## config.mk

```make
export PLATFORM = sky130hd
export DESIGN_NAME = tlpt_front
export DESIGN_NICKNAME = d
export VERILOG_FILES = /design/src/rtl/core/tlpt_pkg.sv /design/src/rtl/core/tlpt_front.sv
export SDC_FILE = /design/constraint.sdc
export NUM_CORES = 1
export LEC_CHECK = 0
export BUFFER_PORTS_ARGS = -buffer_cell sky130_fd_sc_hd__buf_2
export CELL_PAD_IN_SITES_DETAIL_PLACEMENT = 2
export CELL_PAD_IN_SITES_GLOBAL_PLACEMENT = 2
export CORE_MARGIN = 10
export CORE_UTILIZATION = 40
export DETAILED_ROUTE_END_ITERATION = 12
export HOLD_SLACK_MARGIN = 0.06
export MAX_ROUTING_LAYER = met4
export PLACE_DENSITY = 0.8
export SLEW_MARGIN = 20
export SYNTH_ARGS = -nofsm -noshare
export SYNTH_HDL_FRONTEND = slang
export SYNTH_SLANG_ARGS = --single-unit
export TNS_END_PERCENT = 1
```

## constraint.sdc

```tcl
create_clock -name i_clk -period 8.9 [get_ports i_clk]
set_input_delay 0.89 -clock i_clk [delete_from_list [all_inputs] [get_ports i_clk]]
set_output_delay 0.89 -clock i_clk [all_outputs]
set_load 0.02 [all_outputs]
```

## src/rtl/core/tlpt_pkg.sv

```systemverilog
package tlpt_pkg;

    localparam int TABLE_POOL = 16;
    localparam int IDX_W      = 10;
    localparam int ENTRIES    = 1 << IDX_W;
    localparam int VPN_W      = 20;
    localparam int FRAME_W    = 20;
    localparam int TBL_W      = (TABLE_POOL > 1) ? $clog2(TABLE_POOL) : 1;
    localparam int NFT_W      = $clog2(TABLE_POOL + 1);
    localparam int LEAF_DEPTH = TABLE_POOL * ENTRIES;
    localparam int LEAF_AW    = $clog2(LEAF_DEPTH);

    localparam logic [1:0] CMD_MAP    = 2'd0;
    localparam logic [1:0] CMD_LOOKUP = 2'd1;
    localparam logic [1:0] CMD_UNMAP  = 2'd2;

    typedef enum logic [1:0] {
        OP_MAP,
        OP_LOOKUP,
        OP_UNMAP,
        OP_NOP
    } t_op;

    typedef enum logic [1:0] {
        ST_CLEAR,
        ST_IDLE,
        ST_DIR,
        ST_LEAF
    } t_state;

    typedef struct packed {
        logic [1:0]         cmd;
        logic [VPN_W-1:0]   virt_page;
        logic [FRAME_W-1:0] phys_frame;
        logic               writable;
        logic               kernel_only;
        logic               alloc_mark;
    } t_in_word;

    typedef struct packed {
        logic               ok;
        logic [FRAME_W-1:0] found_frame;
        logic               found_writable;
        logic               found_alloc;
        logic               found_kernel;
    } t_out_word;

    typedef struct packed {
        t_op                op;
        logic [IDX_W-1:0]   dir_idx;
        logic [IDX_W-1:0]   tab_idx;
        logic [FRAME_W-1:0] phys_frame;
        logic               writable;
        logic               kernel_only;
        logic               alloc_mark;
    } t_job;

    typedef struct packed {
        logic               present;
        logic [TBL_W-1:0]   table_num;
    } t_dir;

    typedef struct packed {
        logic               present;
        logic               writable;
        logic               kernel;
        logic               alloc;
        logic [FRAME_W-1:0] frame;
    } t_leaf;

    // back end -> front end
    typedef struct packed {
        logic take;
        logic clearing;
    } t_back_ctl;

endpackage

```

## src/rtl/core/tlpt_front.sv

```systemverilog
module tlpt_front (
    input  logic               i_clk,
    input  logic               i_rst_n,
    input  logic               push,
    output logic               full,
    input  tlpt_pkg::t_in_word i_in_word,
    input  tlpt_pkg::t_back_ctl i_ctl,
    output logic               o_job_valid,
    output tlpt_pkg::t_job     o_job
);

    tlpt_pkg::t_job r_q [2];
    logic           r_wr_ptr;
    logic           r_rd_ptr;
    logic [1:0]     r_cnt;
    logic [1:0]     n_cnt;
    logic           accept;
    logic           take;
    tlpt_pkg::t_job job_in;

    always_comb begin
        job_in.dir_idx     = i_in_word.virt_page[2*tlpt_pkg::IDX_W-1:tlpt_pkg::IDX_W];
        job_in.tab_idx     = i_in_word.virt_page[tlpt_pkg::IDX_W-1:0];
        job_in.phys_frame  = i_in_word.phys_frame;
        job_in.writable    = i_in_word.writable;
        job_in.kernel_only = i_in_word.kernel_only;
        job_in.alloc_mark  = i_in_word.alloc_mark;
        case (i_in_word.cmd)
            tlpt_pkg::CMD_MAP:    job_in.op = tlpt_pkg::OP_MAP;
            tlpt_pkg::CMD_LOOKUP: job_in.op = tlpt_pkg::OP_LOOKUP;
            tlpt_pkg::CMD_UNMAP:  job_in.op = tlpt_pkg::OP_UNMAP;
            default:              job_in.op = tlpt_pkg::OP_NOP;
        endcase
    end

    // no words taken while the memories are being cleared
    assign full        = r_cnt[1] | i_ctl.clearing;
    assign accept      = push & ~full;
    assign o_job_valid = (r_cnt != 2'd0);
    assign o_job       = r_q[r_rd_ptr];
    assign take        = i_ctl.take & o_job_valid;

    always_comb begin
        n_cnt = r_cnt;
        if (accept & ~take) begin
            n_cnt = r_cnt + 2'd1;
        end else if (take & ~accept) begin
            n_cnt = r_cnt - 2'd1;
        end
    end

    always_ff @(posedge i_clk) begin
        if (!i_rst_n) begin
            r_wr_ptr <= 1'b0;
            r_rd_ptr <= 1'b0;
            r_cnt    <= 2'd0;
        end else begin
            r_cnt <= n_cnt;
            if (accept) begin
                r_wr_ptr <= ~r_wr_ptr;
            end
            if (take) begin
                r_rd_ptr <= ~r_rd_ptr;
            end
        end
    end

    always_ff @(posedge i_clk) begin
        if (accept) begin
            r_q[r_wr_ptr] <= job_in;
        end
    end

endmodule

```

==> metrics.md <==
| Metric | Value |
|---|---|
| CP endpoint kind | output pin |
| Post-CTS Setup Repair Bufs | 0 |
| GR Util All Layers | between 10% and 20% |
| Detail Placement HPWL | 5650 um |
| RSZ-0062 raised after global routing | no |
| Worst setup SP type | flip-flop |
| Die footprint | ~13,000 um2 |
| Req. time, crit path | 8.01 ns |
| Area growth syn-to-layout | 22.4% |
| Routed wire length per instance | slightly above 20 um |
| Finish-stage setup viols | 0 |
| Clk_lat worst skew | 0.35 ns |
| Commonest non-fill, non-tap cell in the layout | buf_2 |
| Total CTS buffers | 9 |
| CP peak stage delay | 0.75 ns |
| Floorplan core area | 8640 um2 |
| Layout Skew | 0.0124 ns |
| Family with the most delay on the worst path | flip-flops |
| H-tree levels | 3 |
| Aggregate global routing overflow | 0 |
| CTS tree | yes |
| Post-Place Cells | 364 |
| Final critical-path required period | 2.60 ns |
| Setup CP Type | flip-flop to output pin |
| Final Hold Vio Count | 0 |
| Most frequent cells in the layout | buf_2 (96), edfxtp_1 (90), mux2_2 (45) |
| Worst path cell trace | mux2_2 -> buf_2 |
| Layout cell share with drive strength beyond 1 | 59.2% |
| Total I/O pin count | 97 |
| Flops & latches, synth | 95 |
| Antenna viol nets, final | 0 |
| Final Non-Filler Cells | 380 |
| Initial DRC count | 55 |
| Post-CTS sizing | 0 |
| Antenna violations before repair | 0 |
| Die X | 114 um |
| Synth warnings | 0 |
| Final #Nets | 318 |
| Critical path's slowest cell | dfxtp_4 |
| Vias | 1,804 |
| Max Root-Sink Buffers | 2 |
| GP Congestion | 0.692 |
| Row Count | 34 |
| Fmax | 0.384 GHz |
| Drc violations | 0 |
| Final hold slack | between 0.5 and 0.6 ns |
| Post-DP Area | 4090 um2 |
| Post-Syn Area | 3500 um2 |
| Max Used Layer | met4 |
| WL final | 7880 um |
| Largest net degree at the start of global routing | between 40 and 50 |
| Cell count after synthesis | 166 |
| Antenna diode count | 0 |
| Crit path DAT | about 1.7 ns |
| Post-route cell area | 4280 um2 |
| Final max-slew violation count | 0 |
| Vias in the first global route | 2,178 |
| Maxcap violations | 0 |
| Metal2 WL | 4140 um |
| Max_slew headroom | 57.9% |
| CTS sink cnt | 95 |
| Worst VDD drop | 124 uV |
| Syn_area_per_cell | 21.1 um2 |
| Setup_tns | 0 ns |
| Syn Nets | 217 |
| P per Cell Area | 272 nW/um2 |
| Sequential area share after synthesis | 80.1% |
| Yosys cell types | 19 |
| Lkg Pwr | 0.00157 uW |
| Root Buffer | clkbuf_8 |
| Initial DRT Pass Iterations | 4 |
| Via count normalized by instance count | between 4 and 5 |
| Die Ht | 114 um |
| CP max FO | between 40 and 50 |
| Critical path buffers and inverters | 1 |
| IO Port Bufs | 96 |
| Slew @ Worst Pin | 0.631 ns |
| Met3 Wirelength | 408 um |
| Clock slew at reported path FFs | 0.08 ns |
| Hold buffers post-CTS | 0 |
| Worst min path class | flip-flop to flip-flop |
| Global-route wire length before repair | roughly 12,000 um |
| Period utilisation layout | 29.2% |
| Met1 WL | 3240 um |
| Starting density of the core | between 40 and 50% |
| Outcome | finished clean |
[path summary, 6_finish.rpt]
check                        startpoint                     to  slack (ns)  cells after the start
setup / recovery              flip-flop              o_job[21]        6.30                      2
hold / removal    r_rd_ptr$_SDFFE_PN0P_  r_rd_ptr$_SDFFE_PN0P_        0.60                      2
setup reg to reg  r_cnt[1]$_SDFFE_PN0P_   r_q[0][18]$_DFFE_PP_        6.78                      3
hold reg to reg   r_rd_ptr$_SDFFE_PN0P_  r_rd_ptr$_SDFFE_PN0P_        0.60                      2
[cell usage after synthesis, drive strengths merged]
cell / number / share of area (%)
a21boi: 1 / 0.21
and2: 5 / 0.89
buf: 5 / 1.0
clkbuf: 2 / 0.21
dfxtp: 5 / 2.9
edfxtp: 90 / 77
ha: 1 / 0.36
inv: 1 / 0.11
mux2: 45 / 14
nor2: 1 / 0.11
nor2b: 1 / 0.18
nor3b: 1 / 0.54
o21ai: 2 / 0.39
or2: 1 / 0.18
or3: 1 / 0.18
xnor2: 2 / 0.50
xor2: 2 / 0.50
[stage by stage]
stage          power, uW  setup WS [ns]  util, %
2_1_floorplan        802           5.28        -
3_3_place_gp         902           6.22     47.3
3_5_place_dp         913           6.15     47.3
4_1_cts             1190           5.90     49.5
5_1_grt             1230           6.18     49.6
6_report            1170           6.30     49.6
[routing by layer]
metal  up-vias  global-route usage, %
met3         8                   3.36
met1       897                   14.7
met5         -                      -
met4         0                   4.31
met2        56                   21.6
li1        843                      -
[final cells by class]
cell class                 count  area (um2)
fill                         812        4360
sequential                    95        2810
multi-input combinational     63         658
timing repair buffer          97         488
tap                          108         135
clock buffer                  10         128
clock inverter                 6        61.3
inverter                       1        3.75
[kinds of logic after synthesis]
logic type	share of synthesized area, %
simple gates	2.08
xor+xnor	1.00
fa+ha+maj	0.358
buf+inv	1.32
flops	80.1
mux	14.5
compound gates	0.608
[where the power goes]
part	internal (uW)	leakage, uW	total, uW	switching [uW]
Combinational	138	0.000617	305	167
Clock	129	0.0000876	274	145
Sequential	538	0.000866	587	49.6
Total	804	0.00157	1170	362
[registers in the layout, indices dropped and copies added (netlist names), named ones only]
name / count
r_q: 90
r_cnt: 2
r_wr_ptr: 1
r_rd_ptr: 1
[tightest hold or removal path, delay by kind of cell, from the launching register on]
family | cells | cell delay, ns
xor+xnor | 1 | 0.08
simple gates | 1 | 0.15
flops | 1 | 0.33
Note: power is estimated with default switching activity, not from simulation.
